===== src/design/hmg_pkg.sv =====
`default_nettype none

package hmg_pkg;

   localparam int SIDE_W   = 10;
   localparam int MAX_SIDE = 1023;
   localparam int HGT_W    = 13;
   localparam int POS_W    = 28;
   localparam int BLK_W    = 16;
   localparam int STEP_W   = 24;
   localparam int TEX_W    = 34;
   localparam int IDX_W    = 20;
   localparam int LUMA_W   = 18;
   // 32 * luma + 625, so that height = num / 1250 rounds half up
   localparam int NUM_W    = 23;
   localparam int RECIP_W  = 24;
   localparam int RECIP_SHIFT = 34;
   localparam logic [RECIP_W-1:0] RECIP_MUL = 24'd13743896;
   localparam logic [NUM_W-1:0]   ROUND_OFS = 23'd625;

   localparam int Q_DEPTH = 4;
   localparam int Q_AW    = $clog2(Q_DEPTH);

   localparam int CSR_AW = 3;
   localparam int CSR_DW = 24;
   localparam logic [CSR_AW-1:0] CSR_GRID_COLUMNS = 3'd0;
   localparam logic [CSR_AW-1:0] CSR_GRID_ROWS    = 3'd1;
   localparam logic [CSR_AW-1:0] CSR_BLOCK_SIZE   = 3'd2;
   localparam logic [CSR_AW-1:0] CSR_U_STEP       = 3'd3;
   localparam logic [CSR_AW-1:0] CSR_V_STEP       = 3'd4;

   localparam logic KIND_VERTEX   = 1'b0;
   localparam logic KIND_TRIANGLE = 1'b1;

   typedef struct packed {
      logic [7:0] pixel_red;
      logic [7:0] pixel_green;
      logic [7:0] pixel_blue;
   } req_data_type;

   typedef struct packed {
      logic                    item_kind;
      logic signed [POS_W-1:0] pos_x;
      logic [HGT_W-1:0]        pos_height;
      logic signed [POS_W-1:0] pos_z;
      logic [TEX_W-1:0]        tex_u;
      logic [TEX_W-1:0]        tex_v;
      logic [IDX_W-1:0]        corner_a;
      logic [IDX_W-1:0]        corner_b;
      logic [IDX_W-1:0]        corner_c;
      logic [HGT_W-1:0]        peak_height;
      logic                    run_end;
   } rsp_data_type;

   typedef struct packed {
      logic [SIDE_W-1:0] grid_columns;
      logic [SIDE_W-1:0] grid_rows;
      logic [BLK_W-1:0]  block_size;
      logic [STEP_W-1:0] u_step;
      logic [STEP_W-1:0] v_step;
   } cfg_type;

   typedef struct packed {
      logic [SIDE_W-1:0] column;
      logic [SIDE_W-1:0] row;
      logic [NUM_W-1:0]  num;
      logic              tri_cell;
      logic              first;
   } q_entry_type;

   function automatic logic [SIDE_W-1:0] eff_side(input logic [SIDE_W-1:0] side);
      logic [SIDE_W-1:0] res;
      if (side == '0) begin
         res = SIDE_W'(1);
      end else if (int'(side) > MAX_SIDE) begin
         res = SIDE_W'(MAX_SIDE);
      end else begin
         res = side;
      end
      return res;
   endfunction

endpackage

`default_nettype wire


===== src/design/hmg_queue.sv =====
`default_nettype none

module hmg_queue
   import hmg_pkg::*;
(
   input  wire logic        clock,
   input  wire logic        reset,
   input  wire logic        q_push,
   input  wire q_entry_type q_wdata,
   output logic             q_full,
   input  wire logic        q_pop,
   output logic             q_empty,
   output q_entry_type      q_head
);

   q_entry_type       mem_ff [Q_DEPTH];
   logic [Q_AW-1:0]   wr_ptr_ff, wr_ptr_in;
   logic [Q_AW-1:0]   rd_ptr_ff, rd_ptr_in;
   logic [Q_AW:0]     count_ff, count_in;
   logic              do_push, do_pop;

   assign q_full  = (count_ff == (Q_AW+1)'(Q_DEPTH));
   assign q_empty = (count_ff == '0);
   assign q_head  = mem_ff[rd_ptr_ff];

   assign do_push = q_push && !q_full;
   assign do_pop  = q_pop && !q_empty;

   always_comb begin
      wr_ptr_in = do_push ? wr_ptr_ff + Q_AW'(1) : wr_ptr_ff;
      rd_ptr_in = do_pop ? rd_ptr_ff + Q_AW'(1) : rd_ptr_ff;
      count_in  = count_ff;
      if (do_push && !do_pop) begin
         count_in = count_ff + (Q_AW+1)'(1);
      end else if (do_pop && !do_push) begin
         count_in = count_ff - (Q_AW+1)'(1);
      end
   end

   always_ff @(posedge clock) begin
      if (reset) begin
         wr_ptr_ff <= '0;
         rd_ptr_ff <= '0;
         count_ff  <= '0;
      end else begin
         wr_ptr_ff <= wr_ptr_in;
         rd_ptr_ff <= rd_ptr_in;
         count_ff  <= count_in;
      end
   end

   always_ff @(posedge clock) begin
      if (do_push) begin
         mem_ff[wr_ptr_ff] <= q_wdata;
      end
   end

endmodule

`default_nettype wire


===== src/design/hmg_front.sv =====
`default_nettype none

module hmg_front
   import hmg_pkg::*;
(
   input  wire logic         clock,
   input  wire logic         reset,
   input  wire cfg_type      cfg,
   input  wire logic         req_push,
   input  wire req_data_type req_data,
   output logic              req_full,
   input  wire logic         q_full,
   output logic              q_push,
   output q_entry_type       q_wdata
);

   logic [SIDE_W-1:0] col_ff, col_in;
   logic [SIDE_W-1:0] row_ff, row_in;
   logic [SIDE_W-1:0] cols, rows;
   logic              last_col, last_row, accept;
   logic [LUMA_W-1:0] luma;

   assign cols = eff_side(cfg.grid_columns);
   assign rows = eff_side(cfg.grid_rows);

   assign req_full = q_full;
   assign accept   = req_push && !q_full;
   assign q_push   = accept;

   // a counter left beyond a lowered size counts as being on the last column or row
   assign last_col = ((SIDE_W+1)'(col_ff) + (SIDE_W+1)'(1)) >= (SIDE_W+1)'(cols);
   assign last_row = ((SIDE_W+1)'(row_ff) + (SIDE_W+1)'(1)) >= (SIDE_W+1)'(rows);

   // bt.601 luma with weights scaled by 1000
   assign luma = LUMA_W'(req_data.pixel_red)   * LUMA_W'(299)
               + LUMA_W'(req_data.pixel_green) * LUMA_W'(587)
               + LUMA_W'(req_data.pixel_blue)  * LUMA_W'(114);

   always_comb begin
      q_wdata.column   = col_ff;
      q_wdata.row      = row_ff;
      q_wdata.num      = {luma, 5'b0} + ROUND_OFS;
      q_wdata.tri_cell = !last_col && !last_row;
      q_wdata.first    = (col_ff == '0) && (row_ff == '0);
   end

   always_comb begin
      col_in = col_ff;
      row_in = row_ff;
      if (accept) begin
         if (last_col) begin
            col_in = '0;
            row_in = last_row ? '0 : row_ff + SIDE_W'(1);
         end else begin
            col_in = col_ff + SIDE_W'(1);
         end
      end
   end

   always_ff @(posedge clock) begin
      if (reset) begin
         col_ff <= '0;
         row_ff <= '0;
      end else begin
         col_ff <= col_in;
         row_ff <= row_in;
      end
   end

endmodule

`default_nettype wire


===== src/design/hmg_back.sv =====
`default_nettype none

module hmg_back
   import hmg_pkg::*;
(
   input  wire logic        clock,
   input  wire logic        reset,
   input  wire cfg_type     cfg,
   input  wire logic        q_empty,
   input  wire q_entry_type q_head,
   output logic             q_pop,
   output logic             rsp_empty,
   input  wire logic        rsp_pop,
   output rsp_data_type     rsp_data
);

   localparam logic [1:0] BEAT_VERTEX = 2'd0;
   localparam logic [1:0] BEAT_TRI_A  = 2'd1;
   localparam logic [1:0] BEAT_TRI_B  = 2'd2;

   localparam int PROD_W = NUM_W + RECIP_W;

   logic [SIDE_W-1:0]       cols, rows;
   logic [SIDE_W-1:0]       half_c, half_r;
   logic signed [SIDE_W:0]  dx, dz;
   logic signed [POS_W-1:0] px, pz, blk;
   logic [TEX_W-1:0]        tu, tv;
   logic [IDX_W-1:0]        idx;
   logic [PROD_W-1:0]       prod;

   logic                    w_vld_ff, w_vld_in;
   logic [1:0]              w_beat_ff, w_beat_in;
   logic                    w_tri_ff, w_first_ff;
   logic signed [POS_W-1:0] w_px_ff, w_pz_ff;
   logic [TEX_W-1:0]        w_u_ff, w_v_ff;
   logic [HGT_W-1:0]        w_h_ff;
   logic [IDX_W-1:0]        w_idx_ff;

   logic [HGT_W-1:0]        peak_ff, peak_in, peak_new;
   logic                    out_vld_ff, out_vld_in;
   rsp_data_type            out_data_ff;
   rsp_data_type            emit;
   logic [IDX_W-1:0]        idx_j;
   logic                    last_beat, out_ld, w_free;

   assign cols   = eff_side(cfg.grid_columns);
   assign rows   = eff_side(cfg.grid_rows);
   assign half_c = (cols - SIDE_W'(1)) >> 1;
   assign half_r = (rows - SIDE_W'(1)) >> 1;

   // products for the item at the head of the queue, registered into the work stage
   assign dx   = $signed({1'b0, q_head.column}) - $signed({1'b0, half_c});
   assign dz   = $signed({1'b0, q_head.row}) - $signed({1'b0, half_r});
   assign blk  = $signed(POS_W'({1'b0, cfg.block_size}));
   assign px   = POS_W'(dx) * blk;
   assign pz   = POS_W'(dz) * blk;
   assign tu   = TEX_W'(q_head.column) * TEX_W'(cfg.u_step);
   assign tv   = TEX_W'(q_head.row) * TEX_W'(cfg.v_step);
   assign idx  = IDX_W'(q_head.row) * IDX_W'(cols) + IDX_W'(q_head.column);
   // divide by 1250 through the reciprocal, exact over the whole input range
   assign prod = PROD_W'(q_head.num) * PROD_W'(RECIP_MUL);

   assign last_beat = !w_tri_ff || (w_beat_ff == BEAT_TRI_B);
   assign out_ld    = w_vld_ff && (!out_vld_ff || rsp_pop);
   assign w_free    = !w_vld_ff || (out_ld && last_beat);
   assign q_pop     = !q_empty && w_free;

   assign peak_new = (w_first_ff || (w_h_ff > peak_ff)) ? w_h_ff : peak_ff;
   assign idx_j    = w_idx_ff + IDX_W'(cols);

   always_comb begin
      emit = '0;
      emit.peak_height = peak_ff;
      unique case (w_beat_ff)
         BEAT_VERTEX: begin
            emit.item_kind   = KIND_VERTEX;
            emit.pos_x       = w_px_ff;
            emit.pos_height  = w_h_ff;
            emit.pos_z       = w_pz_ff;
            emit.tex_u       = w_u_ff;
            emit.tex_v       = w_v_ff;
            emit.peak_height = peak_new;
            emit.run_end     = !w_tri_ff;
         end
         BEAT_TRI_A: begin
            emit.item_kind = KIND_TRIANGLE;
            emit.corner_a  = w_idx_ff;
            emit.corner_b  = idx_j;
            emit.corner_c  = w_idx_ff + IDX_W'(1);
            emit.run_end   = 1'b0;
         end
         BEAT_TRI_B: begin
            emit.item_kind = KIND_TRIANGLE;
            emit.corner_a  = w_idx_ff + IDX_W'(1);
            emit.corner_b  = idx_j;
            emit.corner_c  = idx_j + IDX_W'(1);
            emit.run_end   = 1'b1;
         end
         default: begin
            emit = '0;
         end
      endcase
   end

   always_comb begin
      w_vld_in  = w_vld_ff;
      w_beat_in = w_beat_ff;
      if (q_pop) begin
         w_vld_in  = 1'b1;
         w_beat_in = BEAT_VERTEX;
      end else if (out_ld) begin
         if (last_beat) begin
            w_vld_in = 1'b0;
         end else begin
            w_beat_in = w_beat_ff + 2'd1;
         end
      end
      peak_in    = (out_ld && (w_beat_ff == BEAT_VERTEX)) ? peak_new : peak_ff;
      out_vld_in = out_ld ? 1'b1 : (rsp_pop ? 1'b0 : out_vld_ff);
   end

   always_ff @(posedge clock) begin
      if (reset) begin
         w_vld_ff   <= 1'b0;
         w_beat_ff  <= BEAT_VERTEX;
         peak_ff    <= '0;
         out_vld_ff <= 1'b0;
      end else begin
         w_vld_ff   <= w_vld_in;
         w_beat_ff  <= w_beat_in;
         peak_ff    <= peak_in;
         out_vld_ff <= out_vld_in;
      end
   end

   always_ff @(posedge clock) begin
      if (q_pop) begin
         w_tri_ff   <= q_head.tri_cell;
         w_first_ff <= q_head.first;
         w_px_ff    <= px;
         w_pz_ff    <= pz;
         w_u_ff     <= tu;
         w_v_ff     <= tv;
         w_h_ff     <= prod[RECIP_SHIFT +: HGT_W];
         w_idx_ff   <= idx;
      end
      if (out_ld) begin
         out_data_ff <= emit;
      end
   end

   assign rsp_empty = !out_vld_ff;
   assign rsp_data  = out_data_ff;

endmodule

`default_nettype wire


===== src/design/heightmap_grid_mesh_generator_top.sv =====
// Heightmap mesh generator: pixels go in on a push/full port in raster order and each
// gives a vertex result, followed by two triangle results unless the pixel lies on the
// last row or last column. The front end accepts one pixel per cycle, while the queue is not
// full, into a four-entry queue; the back end emits one result per cycle, while the receiver
// keeps popping, into a single output register, so a pixel with triangles occupies the back
// end for three results and an edge pixel for one. Throughput is set by the result port.
// On an otherwise idle block the vertex of an accepted pixel goes through the queue, the work
// register and the output register to the result port. Registers are written through the csr
// port at any time, but only take effect as intended while no pixel is in flight.
`default_nettype none

module heightmap_grid_mesh_generator_top
   import hmg_pkg::*;
(
   input  wire logic               clock,
   input  wire logic               reset,
   input  wire logic               req_push,
   input  wire req_data_type       req_data,
   output logic                    req_full,
   output logic                    rsp_empty,
   input  wire logic               rsp_pop,
   output rsp_data_type            rsp_data,
   input  wire logic               csr_valid,
   output logic                    csr_ready,
   input  wire logic [CSR_AW-1:0]  csr_index,
   input  wire logic [CSR_DW-1:0]  csr_wdata
);

   cfg_type      cfg_ff, cfg_in;
   logic         q_full, q_empty, q_push, q_pop;
   q_entry_type  q_wdata, q_head;

   assign csr_ready = 1'b1;

   always_comb begin
      cfg_in = cfg_ff;
      if (csr_valid && csr_ready) begin
         unique case (csr_index)
            CSR_GRID_COLUMNS: cfg_in.grid_columns = csr_wdata[SIDE_W-1:0];
            CSR_GRID_ROWS:    cfg_in.grid_rows    = csr_wdata[SIDE_W-1:0];
            CSR_BLOCK_SIZE:   cfg_in.block_size   = csr_wdata[BLK_W-1:0];
            CSR_U_STEP:       cfg_in.u_step       = csr_wdata[STEP_W-1:0];
            CSR_V_STEP:       cfg_in.v_step       = csr_wdata[STEP_W-1:0];
            default:          cfg_in = cfg_ff;
         endcase
      end
   end

   always_ff @(posedge clock) begin
      if (reset) begin
         cfg_ff.grid_columns <= SIDE_W'(3);
         cfg_ff.grid_rows    <= SIDE_W'(3);
         cfg_ff.block_size   <= BLK_W'(1280);
         cfg_ff.u_step       <= STEP_W'(32768);
         cfg_ff.v_step       <= STEP_W'(32768);
      end else begin
         cfg_ff <= cfg_in;
      end
   end

   hmg_front u_front (
      .clock    (clock),
      .reset    (reset),
      .cfg      (cfg_ff),
      .req_push (req_push),
      .req_data (req_data),
      .req_full (req_full),
      .q_full   (q_full),
      .q_push   (q_push),
      .q_wdata  (q_wdata)
   );

   hmg_queue u_queue (
      .clock   (clock),
      .reset   (reset),
      .q_push  (q_push),
      .q_wdata (q_wdata),
      .q_full  (q_full),
      .q_pop   (q_pop),
      .q_empty (q_empty),
      .q_head  (q_head)
   );

   hmg_back u_back (
      .clock     (clock),
      .reset     (reset),
      .cfg       (cfg_ff),
      .q_empty   (q_empty),
      .q_head    (q_head),
      .q_pop     (q_pop),
      .rsp_empty (rsp_empty),
      .rsp_pop   (rsp_pop),
      .rsp_data  (rsp_data)
   );

endmodule

`default_nettype wire


===== config.mk =====
export PLATFORM = sky130hd
export DESIGN_NAME = heightmap_grid_mesh_generator_top
export DESIGN_NICKNAME = d
export VERILOG_FILES = /design/src/design/hmg_pkg.sv /design/src/design/hmg_queue.sv /design/src/design/hmg_front.sv /design/src/design/hmg_back.sv /design/src/design/heightmap_grid_mesh_generator_top.sv
export SDC_FILE = /design/constraint.sdc
export NUM_CORES = 2
export LEC_CHECK = 0
export BUFFER_PORTS_ARGS = -buffer_cell sky130_fd_sc_hd__buf_2
export CAP_MARGIN = 20
export CORE_AREA = 2 2 390 392
export DETAILED_ROUTE_END_ITERATION = 7
export DIE_AREA = 0 0 392 394
export PLACE_DENSITY_LB_ADDON = 0.2
export SLEW_MARGIN = 20
export SYNTH_ARGS = -nofsm -noshare
export SYNTH_HDL_FRONTEND = slang
export SYNTH_HIERARCHICAL = 1
export SYNTH_SLANG_ARGS = --single-unit

===== constraint.sdc =====
create_clock -name clock -period 39 [get_ports clock]
set_clock_uncertainty 0.1 [all_clocks]
set_input_delay 5.85 -clock clock [delete_from_list [all_inputs] [get_ports clock]]
set_output_delay 5.85 -clock clock [all_outputs]
set_load 0.05 [all_outputs]

==> summary.md <==
| Metric | Value |
|---|---|
| Max-slew violation count | 0 |
| Die ar. | 154,000 µm² |
| Via count | ~46,000 |
| Site row count | around 140 |
| Hold Fails Final Rpt | 0 |
| Vias in the first global route | approximately 49,000 |
| Filler Cells Inserted | 13,820 |
| Yosys warning total | 6 |
| Most numerous cell in the Yosys netlist | inv_1 |
| Cell count after synthesis | between 6,000 and 7,000 |
| Ys flop type | edfxtp_1 |
| Netlist area before placement | a little over 70,000 µm² |
| Inserted Clock Buffers | 80 |
| Crit Path Category | in2reg |
| Post-CTS Setup Bufs | 0 |
| Post-CTS Hold Fix Bufs | 0 |
| Data required time of the critical path | approximately 39 ns |
| Seq/Total Area, Yosys | roughly 27% |
| WL/cell | ~19 µm |
| Die Span Y | ~400 µm |
| # setup viols final | 0 |
| Tcrit/Tclk final | ~30% |
| Starting Density | between 40% and 50% |
| IO buf count | about 270 |
| Slew @ Worst Pin | roughly 1.1 ns |
| Syn avg cell area | 10.6 µm² |
| GP Congestion | 0.882 |
| Class of the worst hold path | reg2reg |
| Peak Freq | between 0.08 and 0.09 GHz |
| Async S/R FF share, synth | 0% |
| Synth top cells by count | 1,207 x inv_1, 934 x fa_1, 738 x ha_1, 558 x nand2_1, 551 x edfxtp_1 |
| Num ports | approximately 270 |
| Yosys top cell area share | about a quarter |
| Layout cells sized above 1 | around 8% |
| Total grt overflow | 0 |
| Total GRT Usage | 22.3% |
| Clk_lat worst skew | between 0.6 and 0.7 ns |
| DP HPWL | 129,000 µm |
| Outcome | finished, final reports clean |
| Area leader, netlist | fa_1 |
| Initial DRC count | just under 3,000 |
| Crit path DAT | approximately 12 ns |
| Sink Count | ~680 |
| Drt via density | around 5.2 |
| Largest net degree at the start of global routing | 99 |
| Startpoint types | primary input |
| RSZ-0062 raised after global routing | no |
| Slew margin rel. | 25.1% |
| Root buffer cell | clkbuf_16 |
| TritonCTS clock tree | built |
| Most area-consuming cells after synthesis | fa_1 27%, edfxtp_1 24%, ha_1 13%, inv_1 6.4%, and2_1 4.5% |
| MaxCap Viol Count | 0 |
| Syn-to-layout area delta | 8.46% |
| Yosys reg bits | 681 |
| Residual DRC | 0 |
| DR pass1 iterations | 7 |
| Deepest clock path buffer count | 3 |
| Global-route wire length before repair | about 270,000 µm |
| Min cycle time layout | 12.00 ns |
| Final wirelength | 169,000 µm |
| # H-tree levels | 3 |
| Crit-path max FO | 4 |
| Worst-path clk slew | ~0.050 ns |
| Initial antenna violation count | 7 |
| Core Util, Final | a little over 50% |
| Area of the core | about 150,000 µm² |
| Final #Nets | ~8,500 |
| Chip width | slightly below 400 µm |
| Post-synth EDFFs | approximately 550 |
| Final setup TNS | 0 ns |
| Post-CTS sizing | 0 |
| Post-synth cell types | slightly below 100 |
| DRT antenna net count | 0 |
| Worst setup EP type | flip-flop |
-- worst paths after layout --
path | startpoint | end | slack [ns] | cells past startpoint
worst min-delay path | u_back/w_vld_ff | u_back/out_vld_ff | 0.41 | 2
worst max-delay path | req_data[0] | u_queue/mem_ff[3][23] | 27.00 | 25
worst max register to register | cfg_ff[80] | u_back/w_px_ff[26] | 27.44 | 37
worst min register to register | u_back/w_vld_ff | u_back/out_vld_ff | 0.41 | 2
-- routing by layer --
metal	track usage [%]	vias to the layer above	routed length, µm	part of all wire (%)
li1	-	21609	-	-
met1	32.2	23183	78200	46
met2	35.5	1139	77600	46
met3	3.53	182	10300	6.1
met4	5.18	4	3130	1.9
met5	0	-	23	0.014
-- stage by stage --
stage,setup slack (ns),hold WS [ns],cell area (µm²),instances
finish,27.00,0.415,76300,8900
detailed placement,26.30,0.410,73700,8748
global placement,26.43,0.401,73700,8748
floorplan,21.67,0.347,70400,6646
global route,26.50,0.438,76300,8896
CTS,26.99,0.418,76300,8895
-- state kept, by name, indices dropped and copies added (netlist names), 13 cells and up, named ones only --
| signal | flops |
|---|---|
| u_back/rsp_data | 212 |
| u_queue/mem_ff | 180 |
| cfg_ff | 84 |
| u_back/w_u_ff | 34 |
| u_back/w_v_ff | 34 |
| u_back/w_px_ff | 28 |
| u_back/w_pz_ff | 28 |
| u_back/w_idx_ff | 20 |
| u_back/peak_ff | 13 |
| u_back/w_h_ff | 13 |
-- worst max-delay path: stages --
cell and delay (ns):
buf_2 0.13, fa_1 0.54, inv_1 0.06, fa_1 0.49, inv_1 0.04, ha_1 0.26, ha_1 0.16, inv_1 0.06
fa_1 0.45, xnor2_1 0.24, ha_1 0.28, fa_1 0.50, inv_1 0.05, fa_1 0.50, fa_1 0.49, inv_1 0.04
ha_1 0.33, inv_1 0.10, o21ai_0 0.34, o21ai_0 0.20, o21ai_0 0.23, xor2_1 0.26, and4_1 0.30, nand3_1 0.11
xnor2_1 0.31
-- area by class of cell --
type / instances / area, µm² / share of cell area, %
diodes: 5 / 12.5 / 0.0164
clock inverters: 40 / 395 / 0.518
clock buffers: 107 / 2240 / 2.94
multi-input cells: 4497 / 45600 / 59.8
well taps: 2030 / 2540 / 3.33
repair buffers: 332 / 1820 / 2.39
flip-flops and latches: 681 / 19200 / 25.1
inverters: 1208 / 4530 / 5.94
-- cell families after synthesis --
| logic type | count (synthesis) | share of synthesized area (%) |
|---|---|---|
| xor+xnor | 254 | 3.16 |
| mux | 147 | 2.90 |
| flops | 681 | 27.2 |
| other cells | 3 | 0.0160 |
| buf+inv | 1468 | 8.06 |
| compound gates | 601 | 5.58 |
| fa+ha+maj | 1672 | 39.7 |
| simple gates | 1817 | 13.4 |
-- cell usage in the layout (no fill, tap or decap), drive strengths merged, types with 57 or more instances in the layout --
master / netlist / routed
nor2b: 124 / 124
and2: 506 / 506
ha: 738 / 738
fa: 934 / 934
nand2b: 125 / 125
xnor2: 174 / 174
xor2: 80 / 80
clkbuf: 218 / 107
mux2i: 102 / 102
o21ai: 136 / 136
edfxtp: 551 / 551
buf: 40 / 332
nor2: 238 / 238
a21oi: 152 / 152
nand3: 57 / 57
dfxtp: 130 / 130
nand2: 559 / 559
inv: 1207 / 1215
Power is left out: the tool's default activity adds up to more than one toggle a clock period on the data nets, which glitch-free logic cannot reach.
